`src/design/pdu_pkg.sv`:
```
// Shared types, character constants and decode functions for the percent decoder.
// Used by pdu_ctrl, pdu_datapath and percent_decode_utf8; no dependencies.
package pdu_pkg;

    // Hold queue: up to 11 held characters plus the incoming one
    localparam int QDEPTH = 12;

    localparam logic [7:0] CH_PCT   = 8'h25;
    localparam logic [7:0] CH_PLUS  = 8'h2B;
    localparam logic [7:0] CH_SPACE = 8'h20;

    typedef struct packed {
        logic [7:0] in_byte;
        logic       end_of_input;
    } pdu_in_t;

    typedef struct packed {
        logic [7:0] out_byte;
        logic       run_last;
        logic       message_last;
        logic       truncated;
    } pdu_out_t;

    typedef enum logic [1:0] {
        ST_IDLE,
        ST_SCAN,
        ST_CHUNK,
        ST_FLUSH
    } pdu_state_t;

    // One result-producing step of the scan
    typedef enum logic [2:0] {
        ACT_NONE,
        ACT_CHAR,   // plain character, '+' mapped to space
        ACT_LIT,    // literal '%' for an invalid lead
        ACT_PAIR,   // hex pair of an escape chunk
        ACT_RAW     // cut-off chunk byte, flagged truncated
    } pdu_act_t;

    typedef struct packed {
        logic     load;        // append incoming char to the hold queue
        logic     direct;      // plain char bypasses the queue to the output
        pdu_act_t act;
        logic     pairs_load;  // first pair of a chunk: load pair counter
        logic     finish;      // end of transaction's scan: release staged result
    } pdu_cmd_t;

    typedef struct packed {
        logic [3:0] cnt;
        logic       head_pct;
        logic [2:0] lead_pairs;
        logic       enough;
        logic       last;
        logic       out_free;
        logic [2:0] pairs_left;
        logic       in_pct;
    } pdu_status_t;

    // {valid, value} of a hex digit
    function automatic logic [4:0] hex_digit(input logic [7:0] c);
        logic [4:0] r;
        r = 5'b0;
        if (c >= 8'h30 && c <= 8'h39)
            r = {1'b1, c[3:0]};
        else if ((c >= 8'h61 && c <= 8'h66) || (c >= 8'h41 && c <= 8'h46))
            r = {1'b1, 4'(c[3:0] + 4'd9)};
        return r;
    endfunction

    function automatic logic [7:0] to_lower(input logic [7:0] c);
        logic [7:0] r;
        r = c;
        if (c >= 8'h41 && c <= 8'h5A)
            r = c | 8'h20;
        return r;
    endfunction

    // Number of hex pairs in the chunk picked by the lead; 0 for no valid lead
    function automatic logic [2:0] lead_pairs(input logic [7:0] a, input logic [7:0] b);
        logic [7:0] la;
        logic [7:0] lb;
        logic [4:0] hb;
        logic       bhex;
        logic [2:0] r;
        la   = to_lower(a);
        lb   = to_lower(b);
        hb   = hex_digit(b);
        bhex = hb[4];
        r    = 3'd0;
        if (a >= 8'h30 && a <= 8'h37 && bhex)
            r = 3'd1;
        else if (la == 8'h63 && ((b >= 8'h32 && b <= 8'h39) || (lb >= 8'h61 && lb <= 8'h66)))
            r = 3'd2;
        else if (la == 8'h64 && bhex)
            r = 3'd2;
        else if (la == 8'h65 && bhex)
            r = 3'd3;
        else if (la == 8'h66 && b >= 8'h30 && b <= 8'h34)
            r = 3'd4;
        return r;
    endfunction

    // Byte from the leading hex digits of a pair
    function automatic logic [7:0] pair_value(input logic [7:0] a, input logic [7:0] b);
        logic [4:0] ha;
        logic [4:0] hb;
        logic [7:0] r;
        ha = hex_digit(a);
        hb = hex_digit(b);
        if (!ha[4])
            r = 8'h00;
        else if (!hb[4])
            r = {4'h0, ha[3:0]};
        else
            r = {ha[3:0], hb[3:0]};
        return r;
    endfunction

    function automatic logic [7:0] map_plain(input logic [7:0] c);
        return (c == CH_PLUS) ? CH_SPACE : c;
    endfunction

endpackage

```
`src/design/pdu_datapath.sv`:
```
// Datapath of the percent decoder: hold queue, pair counter, staging and output registers.
// Driven by pdu_ctrl through pdu_pkg::pdu_cmd_t; depends on pdu_pkg.
module pdu_datapath (
    input  logic                  clk,
    input  logic                  rst_n,
    input  pdu_pkg::pdu_cmd_t     cmd,
    output pdu_pkg::pdu_status_t  status,
    input  pdu_pkg::pdu_in_t      enc_data,
    output logic                  dec_valid,
    input  logic                  dec_stall,
    output pdu_pkg::pdu_out_t     dec_data
);

    logic [pdu_pkg::QDEPTH-1:0][7:0] q_reg, q_next;
    logic [3:0]                      cnt_reg, cnt_next;
    logic                            last_reg, last_next;
    logic [2:0]                      pairs_reg, pairs_next;
    logic                            stg_valid_reg, stg_valid_next;
    logic [7:0]                      stg_byte_reg, stg_byte_next;
    logic                            stg_trunc_reg, stg_trunc_next;
    logic                            out_valid_reg, out_valid_next;
    pdu_pkg::pdu_out_t               out_data_reg, out_data_next;

    logic       out_free;
    logic [2:0] lp;
    logic [3:0] need;
    logic [7:0] new_byte;
    logic       new_trunc;

    // Status toward the controller
    assign out_free = !out_valid_reg || !dec_stall;
    assign lp       = pdu_pkg::lead_pairs(q_reg[1], q_reg[2]);
    assign need     = {1'b0, lp} + {lp, 1'b0};

    always_comb
    begin
        status.cnt        = cnt_reg;
        status.head_pct   = (q_reg[0] == pdu_pkg::CH_PCT);
        status.lead_pairs = lp;
        status.enough     = (cnt_reg >= need);
        status.last       = last_reg;
        status.out_free   = out_free;
        status.pairs_left = pairs_reg;
        status.in_pct     = (enc_data.in_byte == pdu_pkg::CH_PCT);
    end

    // Next-value logic
    always_comb
    begin
        q_next         = q_reg;
        cnt_next       = cnt_reg;
        last_next      = last_reg;
        pairs_next     = pairs_reg;
        stg_valid_next = stg_valid_reg;
        stg_byte_next  = stg_byte_reg;
        stg_trunc_next = stg_trunc_reg;
        out_valid_next = out_valid_reg;
        out_data_next  = out_data_reg;
        new_byte       = q_reg[0];
        new_trunc      = 1'b0;

        if (out_valid_reg && !dec_stall)
            out_valid_next = 1'b0;

        // append incoming character
        if (cmd.load)
        begin
            for (int i = 0; i < pdu_pkg::QDEPTH; i++)
            begin
                if (cnt_reg == 4'(i))
                    q_next[i] = enc_data.in_byte;
            end
            cnt_next  = cnt_reg + 4'd1;
            last_next = enc_data.end_of_input;
        end

        // result byte and queue consumption per action
        case (cmd.act)
            pdu_pkg::ACT_CHAR:
            begin
                new_byte = pdu_pkg::map_plain(q_reg[0]);
                q_next   = {8'h00, q_reg[pdu_pkg::QDEPTH-1:1]};
                cnt_next = cnt_reg - 4'd1;
            end
            pdu_pkg::ACT_LIT:
            begin
                new_byte = pdu_pkg::CH_PCT;
                q_next   = {8'h00, q_reg[pdu_pkg::QDEPTH-1:1]};
                cnt_next = cnt_reg - 4'd1;
            end
            pdu_pkg::ACT_RAW:
            begin
                new_byte  = q_reg[0];
                new_trunc = 1'b1;
                q_next    = {8'h00, q_reg[pdu_pkg::QDEPTH-1:1]};
                cnt_next  = cnt_reg - 4'd1;
            end
            pdu_pkg::ACT_PAIR:
            begin
                new_byte   = pdu_pkg::pair_value(q_reg[1], q_reg[2]);
                q_next     = {24'h000000, q_reg[pdu_pkg::QDEPTH-1:3]};
                cnt_next   = cnt_reg - 4'd3;
                pairs_next = cmd.pairs_load ? (lp - 3'd1) : (pairs_reg - 3'd1);
            end
            default:
            begin
                new_byte  = q_reg[0];
                new_trunc = 1'b0;
            end
        endcase

        // new result: previous staged one moves out as a non-final result
        if (cmd.act != pdu_pkg::ACT_NONE)
        begin
            if (stg_valid_reg)
            begin
                out_data_next.out_byte     = stg_byte_reg;
                out_data_next.run_last     = 1'b0;
                out_data_next.message_last = 1'b0;
                out_data_next.truncated    = stg_trunc_reg;
                out_valid_next             = 1'b1;
            end
            stg_valid_next = 1'b1;
            stg_byte_next  = new_byte;
            stg_trunc_next = new_trunc;
        end

        // end of scan: staged result is the transaction's last
        if (cmd.finish && stg_valid_reg)
        begin
            out_data_next.out_byte     = stg_byte_reg;
            out_data_next.run_last     = 1'b1;
            out_data_next.message_last = last_reg;
            out_data_next.truncated    = stg_trunc_reg;
            out_valid_next             = 1'b1;
            stg_valid_next             = 1'b0;
        end

        // plain character with nothing held goes straight out
        if (cmd.direct)
        begin
            out_data_next.out_byte     = pdu_pkg::map_plain(enc_data.in_byte);
            out_data_next.run_last     = 1'b1;
            out_data_next.message_last = enc_data.end_of_input;
            out_data_next.truncated    = 1'b0;
            out_valid_next             = 1'b1;
        end
    end

    // Control registers
    always_ff @(posedge clk or negedge rst_n)
    begin
        if (!rst_n)
        begin
            cnt_reg       <= 4'd0;
            last_reg      <= 1'b0;
            pairs_reg     <= 3'd0;
            stg_valid_reg <= 1'b0;
            out_valid_reg <= 1'b0;
        end
        else
        begin
            cnt_reg       <= cnt_next;
            last_reg      <= last_next;
            pairs_reg     <= pairs_next;
            stg_valid_reg <= stg_valid_next;
            out_valid_reg <= out_valid_next;
        end
    end

    // Payload registers
    always_ff @(posedge clk)
    begin
        q_reg         <= q_next;
        stg_byte_reg  <= stg_byte_next;
        stg_trunc_reg <= stg_trunc_next;
        out_data_reg  <= out_data_next;
    end

    assign dec_valid = out_valid_reg;
    assign dec_data  = out_data_reg;

endmodule

```
`src/design/pdu_ctrl.sv`:
```
// Controller of the percent decoder: scan sequencer over the hold queue.
// Issues pdu_pkg::pdu_cmd_t to pdu_datapath; depends on pdu_pkg.
module pdu_ctrl (
    input  logic                 clk,
    input  logic                 rst_n,
    input  logic                 enc_valid,
    output logic                 enc_stall,
    input  pdu_pkg::pdu_status_t status,
    output pdu_pkg::pdu_cmd_t    cmd
);

    pdu_pkg::pdu_state_t state_reg, state_next;

    // Next state
    always_comb
    begin
        state_next = state_reg;
        case (state_reg)
            pdu_pkg::ST_IDLE:
            begin
                if (enc_valid && status.out_free &&
                    !(status.cnt == 4'd0 && !status.in_pct))
                    state_next = pdu_pkg::ST_SCAN;
            end
            pdu_pkg::ST_SCAN:
            begin
                if (status.out_free)
                begin
                    if (status.cnt == 4'd0)
                        state_next = pdu_pkg::ST_IDLE;
                    else if (!status.head_pct)
                        state_next = pdu_pkg::ST_SCAN;
                    else if (status.cnt < 4'd3)
                        state_next = status.last ? pdu_pkg::ST_FLUSH : pdu_pkg::ST_IDLE;
                    else if (status.lead_pairs == 3'd0)
                        state_next = pdu_pkg::ST_SCAN;
                    else if (!status.enough)
                        state_next = status.last ? pdu_pkg::ST_FLUSH : pdu_pkg::ST_IDLE;
                    else if (status.lead_pairs != 3'd1)
                        state_next = pdu_pkg::ST_CHUNK;
                end
            end
            pdu_pkg::ST_CHUNK:
            begin
                if (status.out_free && status.pairs_left == 3'd1)
                    state_next = pdu_pkg::ST_SCAN;
            end
            pdu_pkg::ST_FLUSH:
            begin
                if (status.out_free && status.cnt == 4'd0)
                    state_next = pdu_pkg::ST_IDLE;
            end
            default:
                state_next = pdu_pkg::ST_IDLE;
        endcase
    end

    // Commands
    always_comb
    begin
        cmd.load       = 1'b0;
        cmd.direct     = 1'b0;
        cmd.act        = pdu_pkg::ACT_NONE;
        cmd.pairs_load = 1'b0;
        cmd.finish     = 1'b0;
        enc_stall      = 1'b1;
        case (state_reg)
            pdu_pkg::ST_IDLE:
            begin
                enc_stall = !status.out_free;
                if (enc_valid && status.out_free)
                begin
                    if (status.cnt == 4'd0 && !status.in_pct)
                        cmd.direct = 1'b1;
                    else
                        cmd.load = 1'b1;
                end
            end
            pdu_pkg::ST_SCAN:
            begin
                if (status.out_free)
                begin
                    if (status.cnt == 4'd0)
                        cmd.finish = 1'b1;
                    else if (!status.head_pct)
                        cmd.act = pdu_pkg::ACT_CHAR;
                    else if (status.cnt < 4'd3)
                    begin
                        if (status.last)
                            cmd.act = pdu_pkg::ACT_RAW;
                        else
                            cmd.finish = 1'b1;
                    end
                    else if (status.lead_pairs == 3'd0)
                        cmd.act = pdu_pkg::ACT_LIT;
                    else if (!status.enough)
                    begin
                        if (status.last)
                            cmd.act = pdu_pkg::ACT_RAW;
                        else
                            cmd.finish = 1'b1;
                    end
                    else
                    begin
                        cmd.act        = pdu_pkg::ACT_PAIR;
                        cmd.pairs_load = 1'b1;
                    end
                end
            end
            pdu_pkg::ST_CHUNK:
            begin
                if (status.out_free)
                    cmd.act = pdu_pkg::ACT_PAIR;
            end
            pdu_pkg::ST_FLUSH:
            begin
                if (status.out_free)
                begin
                    if (status.cnt == 4'd0)
                        cmd.finish = 1'b1;
                    else
                        cmd.act = pdu_pkg::ACT_RAW;
                end
            end
            default:
            begin
                enc_stall = 1'b1;
            end
        endcase
    end

    // State register
    always_ff @(posedge clk or negedge rst_n)
    begin
        if (!rst_n)
            state_reg <= pdu_pkg::ST_IDLE;
        else
            state_reg <= state_next;
    end

endmodule

```
`src/design/percent_decode_utf8.sv`:
```
// A plain character with no escape held is taken directly and its byte appears on
// dec_data the next cycle, one transaction per cycle sustained while the output is not stalled.
// Any other character is first loaded into the hold queue and then scanned: one scan step
// per result byte, one wrap-up step, all through the single scan sequencer on the queue.
// Reset (async, rst_n low) returns to idle with an empty hold queue and no output pending;
// the queue's byte storage itself is not cleared.
module percent_decode_utf8 (
    input  logic              clk,
    input  logic              rst_n,
    input  logic              enc_valid,
    output logic              enc_stall,
    input  pdu_pkg::pdu_in_t  enc_data,
    output logic              dec_valid,
    input  logic              dec_stall,
    output pdu_pkg::pdu_out_t dec_data
);

    pdu_pkg::pdu_cmd_t    cmd;
    pdu_pkg::pdu_status_t status;

    // Scan sequencer
    pdu_ctrl u_ctrl (
        .clk       (clk),
        .rst_n     (rst_n),
        .enc_valid (enc_valid),
        .enc_stall (enc_stall),
        .status    (status),
        .cmd       (cmd)
    );

    // Hold queue and output path
    pdu_datapath u_datapath (
        .clk       (clk),
        .rst_n     (rst_n),
        .cmd       (cmd),
        .status    (status),
        .enc_data  (enc_data),
        .dec_valid (dec_valid),
        .dec_stall (dec_stall),
        .dec_data  (dec_data)
    );

endmodule
```
`config.mk`:
```
export PLATFORM = sky130hd
export DESIGN_NAME = percent_decode_utf8
export DESIGN_NICKNAME = d
export VERILOG_FILES = /design/src/design/pdu_pkg.sv /design/src/design/pdu_datapath.sv /design/src/design/pdu_ctrl.sv /design/src/design/percent_decode_utf8.sv
export SDC_FILE = /design/constraint.sdc
export NUM_CORES = 1
export LEC_CHECK = 0
export ABC_AREA = 1
export BUFFER_PORTS_ARGS = -buffer_cell sky130_fd_sc_hd__buf_2
export CORE_MARGIN = 3
export CORE_UTILIZATION = 55
export DETAILED_ROUTE_END_ITERATION = 7
export PLACE_DENSITY = 0.81
export SYNTH_ARGS = -nofsm -noshare
export SYNTH_HDL_FRONTEND = slang
export SYNTH_SLANG_ARGS = --single-unit
```
`constraint.sdc`:
```
create_clock -name clk -period 5.9 [get_ports clk]
set_input_delay 0.59 -clock clk [delete_from_list [all_inputs] [get_ports clk]]
set_output_delay 0.59 -clock clk [all_outputs]
set_load 0.005 [all_outputs]
```
==> flow_summary.yaml, run 1 <==
synthesis:
  synth.area.top_cells: "edfxtp_1 (47%), nand2_1 (14%), nand3_2 (7.0%), dfrtp_1 (4.1%), nand3_1 (3.8%)"
  synthMostInstantiatedCell: "nand2_1"
  async_flop_share_pct: 9.38
  synth_common_cells: "nand2_1 (270), edfxtp_1 (114), inv_1 (59), nand3_1 (55), nand3_2 (51)"
  syn_area_per_cell_um2: 9.33
  yosys_warnings: 0
  seq_area_frac_synth_pct: 51.7
  synth_area_mm2: 0.00729
  yosysTopAreaCell: "edfxtp_1"
  synth.distinct_cells: 47
  yosysTopAreaCellShare_pct: 47.0
  synth_edf_count: 114
  synth_ff_type: "edfxtp_1"
  syn_nets: 816
  synthCells: 781
  ys_seq_elements: 128
timing:
  maxSlewViolCount: 0
  period_share_pct: 89.5
  finalSetupTns_ns: 0
  slew_headroom_pct: 28.5
  hold_viol: 0
  finalCriticalPeriod_ns: 5.28
  rsz0062_at_grt: "false"
  timing.fmax_ghz: 0.189
  fin_skew_ns: 0.00953
  setup_viol: 0
  tightestPinTransition_ns: 1.06
global_route:
  use_met2_pct: 36.2
  grt_max_degree: 63
  grt_overflow: 0
  grt_busiest_layer: "met2"
  grt_first_pass_wirelength_mm: 26.0
  grtUsageMet3_pct: 6.11
  grt_antenna_before_repair: 0
  grt_pass1_vias: 5312
  use_met1_pct: 28.8
  grt.total_usage_pct: 22.8
clock_tree:
  cts_resized: 0
  clock_sinks: 128
  cts_tree: "done"
  cts_root_buf: "clkbuf_16"
  clock_latency_ns: 0.44
  cts_hold_buf: 0
  cts_setup_buffers: 0
  cts.clk_slew.worst_paths_ns: 0.06
  cts.htree.levels: 4
  cts_max_path_buffers: 2
  cts_buffers: 17
setup_path:
  path_delay_family: "compound AO/OA/AOI/OAI gates"
  critPathLaunchType: "flop"
  slowest_delay_ns: 0.52
  required_ns: 5.94
  slowest_stage: "o21ai_0"
  critical_path_class: "reg2reg"
  path_buf_inv: 6
  arrival_ns: 5.32
  cp_max_fo: 20
  end_kind: "flop"
detailed_routing:
  remaining_drc_errors: 0
  antenna_left: 0
  vias: 5548
  vias_per_cell: 5.63
  drt_iter0_drc: 523
  dr.pass1.iters: 5
  wire_per_inst_um: 16.0
  routed_wirelength_mm: 15.8
power:
  power_density_mw_per_mm2: 594
  leakage_nw: 3.64
  vdd_ir_drop_max_mv: 0.348
placement:
  portBuffers: 25
  place_congestion: 0.929
  placed_cells: 954
  place_area_mm2: 0.00748
  dp_hpwl_mm: 11.0
floorplanning:
  row_count: 41
  ioPinCount: 26
  die_height_um: 121
  die_x_um: 121
  initial_core_util_pct: 57.0
  die_area_mm2: 0.0147
  core_mm2: 0.0128
layout:
  area_growth_pct: 10.9
  drive_above_1_share_pct: 18.4
  largest_reg_flops: 96
  n_fill_cell: 1007
  diodes: 0
  seq_area_mm2: 0.00376
  multi_input_area_mm2: 0.00304
  finalNonFillerCells: 986
  final_nets: 836
  final_core_util_pct: 63.3
  final_cell_area_mm2: 0.00808
flow_run:
  cap_violations: 0
hold_path:
  worstHoldPathType: "in2async"
run_status:
  outcome: "complete, no violations"
[report_power, final]
group / total [W] / internal, W / switching, W
sequential: 0.00204 / 0.00172 / 0.000320
combinational: 0.00169 / 0.000522 / 0.00117
clock: 0.00107 / 0.000634 / 0.000434
[cells by family after synthesis]
kind of cell / synth area share [%]
mux: 0.137
buf+inv: 6.65
fa+ha+maj: 3.88
simple gates: 30.9
xor+xnor: 1.20
flops: 51.7
compound gates: 5.53
[routing by layer]
layer  share of wire (%)  vias up
met4                 3.2        0
met1                  41     2565
met5                   0        -
met3                 7.4       40
li1                    -     2684
met2                  48      259
[final timing paths]
| kind | start | endpoint | slack, ns | cells after the start |
|---|---|---|---|---|
| setup / recovery | u_datapath.q_reg[17] | u_datapath.q_reg[4] | 0.62 | 25 |
| hold / removal | rst_n | u_datapath.stg_valid_reg | 0.03 | 1 |
| setup reg to reg | u_datapath.q_reg[17] | u_datapath.q_reg[4] | 0.62 | 25 |
| hold reg to reg | u_datapath.dec_data[2] | u_datapath.dec_data[2] | 0.46 | 2 |
| max in group asynchronous | rst_n | u_datapath.last_reg | 5.64 | 1 |
| min in group clk | enc_data[0] | u_datapath.last_reg | 0.43 | 3 |
[cells in the final DEF, fill, tap and decap left out, drive strengths merged, types with 3 or more instances in the layout]
cell type and n:
nor2 38, o31ai 4, o21ai 41, ha 21, xor2 8, o211ai 4, nand3 108, nand2 282
clkbuf 17, clkinv 6, nor3 5, a21oi 13, nand4 9, nor4 3, dfrtp 12, inv 78
edfxtp 114, buf 31
[final cells by class]
cell class                      count  share of cell area (%)
Clock buffer                       17                    5.26
Clock inverter                     15                    2.15
Inverter                           72                    3.36
Multi-Input combinational cell    551                    37.6
Sequential cell                   128                    46.6
Tap cell                          172                    2.66
Timing Repair Buffer               31                    2.41
[per-stage QoR]
stage / hold WS (ns) / worst slack, ns / total power, W
final: 0.0306 / 0.622 / 0.00480
after global routing: 0.0425 / 0.116 / 0.00512
after CTS: 0.0284 / 0.559 / 0.00480
after detailed placement: 0.443 / 0.636 / 0.00371
after global placement: 0.437 / 0.921 / 0.00365
after floorplan: 0.294 / 1.42 / 0.00326
Power figures use the tool's default switching activity.
==> inputs of run 2 (changes only) <==
--- a/config.mk
+++ b/config.mk
@@ -7,10 +7,12 @@
 export LEC_CHECK = 0
 export ABC_AREA = 1
 export BUFFER_PORTS_ARGS = -buffer_cell sky130_fd_sc_hd__buf_2
+export CORE_ASPECT_RATIO = 0.7
 export CORE_MARGIN = 3
 export CORE_UTILIZATION = 55
+export CTS_BUF_LIST = sky130_fd_sc_hd__clkbuf_8
 export DETAILED_ROUTE_END_ITERATION = 7
-export PLACE_DENSITY = 0.81
+export PLACE_DENSITY = 0.84
 export SYNTH_ARGS = -nofsm -noshare
 export SYNTH_HDL_FRONTEND = slang
 export SYNTH_SLANG_ARGS = --single-unit
==> flow_summary.yaml, run 2 (same netlist as run 1, synthesis figures left out) <==
run_status:
  outcome: "complete, no violations"
floorplanning:
  die_x_um: 144
  die_area_mm2: 0.0147
  core_mm2: 0.0127
  row_count: 34
  initial_core_util_pct: 57.5
  die_height_um: 102
  ioPinCount: 26
detailed_routing:
  drt_iter0_drc: 730
  antenna_left: 0
  vias: 5641
  remaining_drc_errors: 0
  vias_per_cell: 5.78
  wire_per_inst_um: 17.4
  routed_wirelength_mm: 17.0
  dr.pass1.iters: 6
setup_path:
  path_buf_inv: 6
  slowest_delay_ns: 0.46
  cp_max_fo: 16
  slowest_stage: "edfxtp_1"
  path_delay_family: "compound AO/OA/AOI/OAI gates"
  critical_path_class: "reg2reg"
  end_kind: "flop"
  critPathLaunchType: "flop"
  required_ns: 5.94
  arrival_ns: 5.23
timing:
  maxSlewViolCount: 0
  hold_viol: 0
  period_share_pct: 87.9
  finalSetupTns_ns: 0
  slew_headroom_pct: 26.9
  tightestPinTransition_ns: 1.09
  finalCriticalPeriod_ns: 5.18
  fin_skew_ns: 0.0175
  rsz0062_at_grt: "false"
  setup_viol: 0
  timing.fmax_ghz: 0.193
power:
  power_density_mw_per_mm2: 581
  leakage_nw: 3.57
  vdd_ir_drop_max_mv: 0.321
  power_w: 0.00459
global_route:
  grt.total_usage_pct: 24.2
  grt_overflow: 0
  grt_first_pass_wirelength_mm: 27.6
  grt_antenna_before_repair: 0
  grt_max_degree: 81
  grt_pass1_vias: 5313
layout:
  drive_above_1_share_pct: 18.2
  n_fill_cell: 1006
  most-common-layout-cells: "nand2_1 (270), edfxtp_1 (114), inv_1 (59)"
  area_growth_pct: 8.50
  final_core_util_pct: 62.4
  final_nets: 836
  final_common_cell: "nand2_1"
  diodes: 0
  final_cell_area_mm2: 0.00791
  largest_reg_flops: 96
clock_tree:
  cts.clk_slew.worst_paths_ns: 0.08
  cts_resized: 0
  cts.htree.levels: 4
  cts_max_path_buffers: 2
  clock_sinks: 128
  cts_buffers: 17
  cts_root_buf: "clkbuf_8"
  clock_latency_ns: 0.44
  cts_tree: "done"
flow_run:
  cap_violations: 0
placement:
  dp_hpwl_mm: 12.0
  portBuffers: 25
  place_congestion: 0.993
  place_area_mm2: 0.00746
hold_path:
  worstHoldPathType: "in2reg"
-- run 2: cell types whose count changed in the layout (fill, tap and decap cells not counted), sizes merged --
cell / before / now
buf: 31 / 30
bufinv: 2 / 3
clkinv: 6 / 7
clkinvlp: 1 / 0
dlygate4sd3: 0 / 1
inv: 78 / 77
-- run 2: power breakdown --
group,switching (W),internal [W]
clock network,0.000388,0.000432
registers,0.000334,0.00172
logic,0.00119,0.000525
total,0.00191,0.00268
-- run 2: layer usage --
metal / vias up / wire (µm) / track usage, %
li1: 2665 / - / -
met1: 2651 / 7780 / 37.1
met2: 298 / 7210 / 34.1
met3: 27 / 1790 / 7.16
met4: 0 / 221 / 5.50
met5: - / 0 / 0
-- run 2: what timing repair did --
action | in CTS | in global routing
hold endpoints to repair | 5 | 0
setup endpoints to repair | 0 | 0
hold buffers | 1 | 0
setup buffers | 0 | 0
-- run 2: worst min-delay path, stage by stage --
cell and delay [ns]:
buf_2 0.09, inv_1 0.05, o21ai_0 0.07
-- run 2: worst paths after layout --
check | cells past startpoint | startpoint | to | slack, ns
min in group asynchronous | 2 | rst_n | u_datapath.pairs_reg[1] | 0.55
min reg2reg | 2 | u_datapath.dec_data[2] | u_datapath.dec_data[2] | 0.47
max | 25 | u_datapath.q_reg[17] | u_datapath.q_reg[10] | 0.72
min | 3 | enc_data[0] | u_datapath.last_reg | 0.42
max reg2reg | 25 | u_datapath.q_reg[17] | u_datapath.q_reg[10] | 0.72
max in group asynchronous | 2 | rst_n | u_datapath.stg_valid_reg | 5.12
-- run 2: final cells by class --
cell class / instances / area, µm² / share of cell area, %
multi-input combinational: 551 / 3040 / 38.4
clock inverter: 15 / 198 / 2.50
tap: 162 / 203 / 2.56
sequential: 128 / 3760 / 47.6
inverter: 72 / 272 / 3.43
clock buffer: 17 / 234 / 2.96
timing repair buffer: 31 / 198 / 2.50
-- run 2: stage by stage --
stage	setup WS (ns)	std cells	hold WS, ns
floorplan	1.42	781	0.294
global placement	1.06	943	0.439
detailed placement	0.816	943	0.443
CTS	0.730	976	0.416
global route	0.164	976	0.434
finish	0.716	976	0.419
==> inputs of run 3 (changes only) <==
--- a/config.mk
+++ b/config.mk
@@ -7,8 +7,8 @@
 export LEC_CHECK = 0
 export ABC_AREA = 1
 export BUFFER_PORTS_ARGS = -buffer_cell sky130_fd_sc_hd__buf_2
-export CORE_ASPECT_RATIO = 0.7
-export CORE_MARGIN = 3
+export CORE_ASPECT_RATIO = 2
+export CORE_MARGIN = 4
 export CORE_UTILIZATION = 55
 export CTS_BUF_LIST = sky130_fd_sc_hd__clkbuf_8
 export DETAILED_ROUTE_END_ITERATION = 7
==> flow_summary.yaml, run 3 (same netlist as run 1, synthesis figures left out) <==
floorplanning:
  row_count: 59
  ioPinCount: 26
  core_mm2: 0.0130
  die_area_mm2: 0.0153
  die_height_um: 171
  initial_core_util_pct: 56.1
  die_x_um: 89.4
timing:
  setup_viol: 0
  slew_headroom_pct: 28.3
  maxSlewViolCount: 0
  period_share_pct: 90.4
  fin_skew_ns: 0.0121
  finalSetupTns_ns: 0
  finalCriticalPeriod_ns: 5.33
  hold_viol: 0
  timing.fmax_ghz: 0.187
  tightestPinTransition_ns: 1.06
  rsz0062_at_grt: "false"
run_status:
  outcome: "complete, no violations"
clock_tree:
  cts.clk_slew.worst_paths_ns: 0.09
  cts_setup_buffers: 0
  clock_latency_ns: 0.45
  cts_max_path_buffers: 2
  cts_buffers: 17
  clock_sinks: 128
  cts_resized: 0
  cts.htree.levels: 4
  cts_root_buf: "clkbuf_8"
  cts_hold_buf: 0
  cts_tree: "done"
detailed_routing:
  vias_per_cell: 5.66
  drt_iter0_drc: 454
  dr.pass1.iters: 7
  remaining_drc_errors: 0
  wire_per_inst_um: 17.1
  routed_wirelength_mm: 16.6
  vias: 5476
  antenna_left: 0
global_route:
  grt_antenna_before_repair: 0
  grt_first_pass_wirelength_mm: 27.1
  grt.total_usage_pct: 23.4
  grt_max_degree: 80
  grt_overflow: 0
  grt_pass1_vias: 5567
setup_path:
  end_kind: "flop"
  required_ns: 5.95
  arrival_ns: 5.39
  critical_path_class: "reg2reg"
  cp_max_fo: 20
  critPathLaunchType: "flop"
placement:
  portBuffers: 25
  dp_hpwl_mm: 12.3
  place_congestion: 0.909
hold_path:
  worstHoldPathType: "in2async"
power:
  leakage_nw: 3.55
  power_w: 0.00452
  power_density_mw_per_mm2: 575
  vdd_ir_drop_max_mv: 0.367
flow_run:
  cap_violations: 0
layout:
  largest_reg_flops: 96
  final_common_cell: "nand2_1"
  diodes: 0
  final_nets: 838
  area_growth_pct: 7.81
  most-common-layout-cells: "nand2_1 (270), edfxtp_1 (114), inv_1 (59)"
  drive_above_1_share_pct: 18.5
## run 3: cell count changes in the layout (fill, tap and decap cells not counted)
| cell | before | now |
|---|---|---|
| inv_6 | 3 | 8 |
| dlygate4sd3_1 | 1 | 0 |
| inv_8 | 3 | 2 |
| buf_4 | 3 | 6 |
| clkinv_2 | 1 | 2 |
| clkinvlp_4 | 0 | 1 |
| bufinv_16 | 3 | 1 |
| clkinv_4 | 5 | 1 |
## run 3: critical path, stage by stage, from the launching register on
cell,delay (ns)
edfxtp_1,0.49
inv_1,0.16
ha_1,0.16
inv_1,0.05
nor2_1,0.14
nand3_1,0.11
nand3_1,0.10
nor2_1,0.06
nand2_2,0.09
inv_1,0.04
o21ai_0,0.14
buf_4,0.19
ha_1,0.15
inv_1,0.04
fa_1,0.37
xnor2_1,0.19
ha_1,0.28
a21oi_1,0.14
nand3_1,0.10
nand2_1,0.14
inv_1,0.10
nand2_1,0.13
nand2_1,0.09
a21oi_2,0.24
nand3_4,0.23
inv_2,0.45
o21ai_0,0.52
## run 3: layer usage
metal / vias to the layer above / share of wire [%] / track usage (%)
li1: 2666 / - / -
met1: 2561 / 35 / 23.0
met2: 180 / 54 / 42.0
met3: 69 / 4.4 / 5.35
met4: 0 / 6.6 / 15.6
met5: - / 0 / 0
## run 3: final timing paths
check | slack (ns) | start | endpoint | cells after the start
worst max-delay path | 0.57 | u_datapath.q_reg[8] | u_datapath.q_reg[3] | 26
worst min-delay path | 0.01 | rst_n | u_datapath.cnt_reg[3] | 1
worst max register to register | 0.57 | u_datapath.q_reg[8] | u_datapath.q_reg[3] | 26
worst min register to register | 0.47 | u_datapath.dec_data[2] | u_datapath.dec_data[2] | 2
max in group asynchronous | 5.64 | rst_n | u_datapath.stg_valid_reg | 1
min in group clk | 0.41 | enc_data[0] | u_datapath.last_reg | 3
## run 3: cell type report
| type | instances | area, µm² |
|---|---|---|
| sequential | 128 | 3760 |
| tap | 152 | 190 |
| multi-input combinational | 551 | 3040 |
| clock inverter | 15 | 148 |
| timing repair buffer | 33 | 210 |
| inverter | 72 | 272 |
| clock buffer | 17 | 234 |
| fill | 1058 | 5140 |
## run 3: per-stage QoR
stage / cells / utilization, % / hold WS (ns) / worst slack, ns / instance area [µm²]
after floorplan: 781 / - / 0.294 / 1.42 / 7290
after global placement: 936 / 57.5 / 0.438 / 0.943 / 7470
after detailed placement: 936 / 57.5 / 0.447 / 0.713 / 7470
final: 968 / 60.5 / 0.0135 / 0.565 / 7860
after global routing: 968 / 60.5 / 0.0162 / 0.0504 / 7860
after CTS: 968 / 60.5 / 0.0116 / 0.633 / 7860
## run 3: report_power, final
| group | internal, W | switching, W |
|---|---|---|
| clock network | 0.000347 | 0.000391 |
| logic | 0.000538 | 0.00121 |
| registers | 0.00172 | 0.000310 |
| total | 0.00260 | 0.00191 |
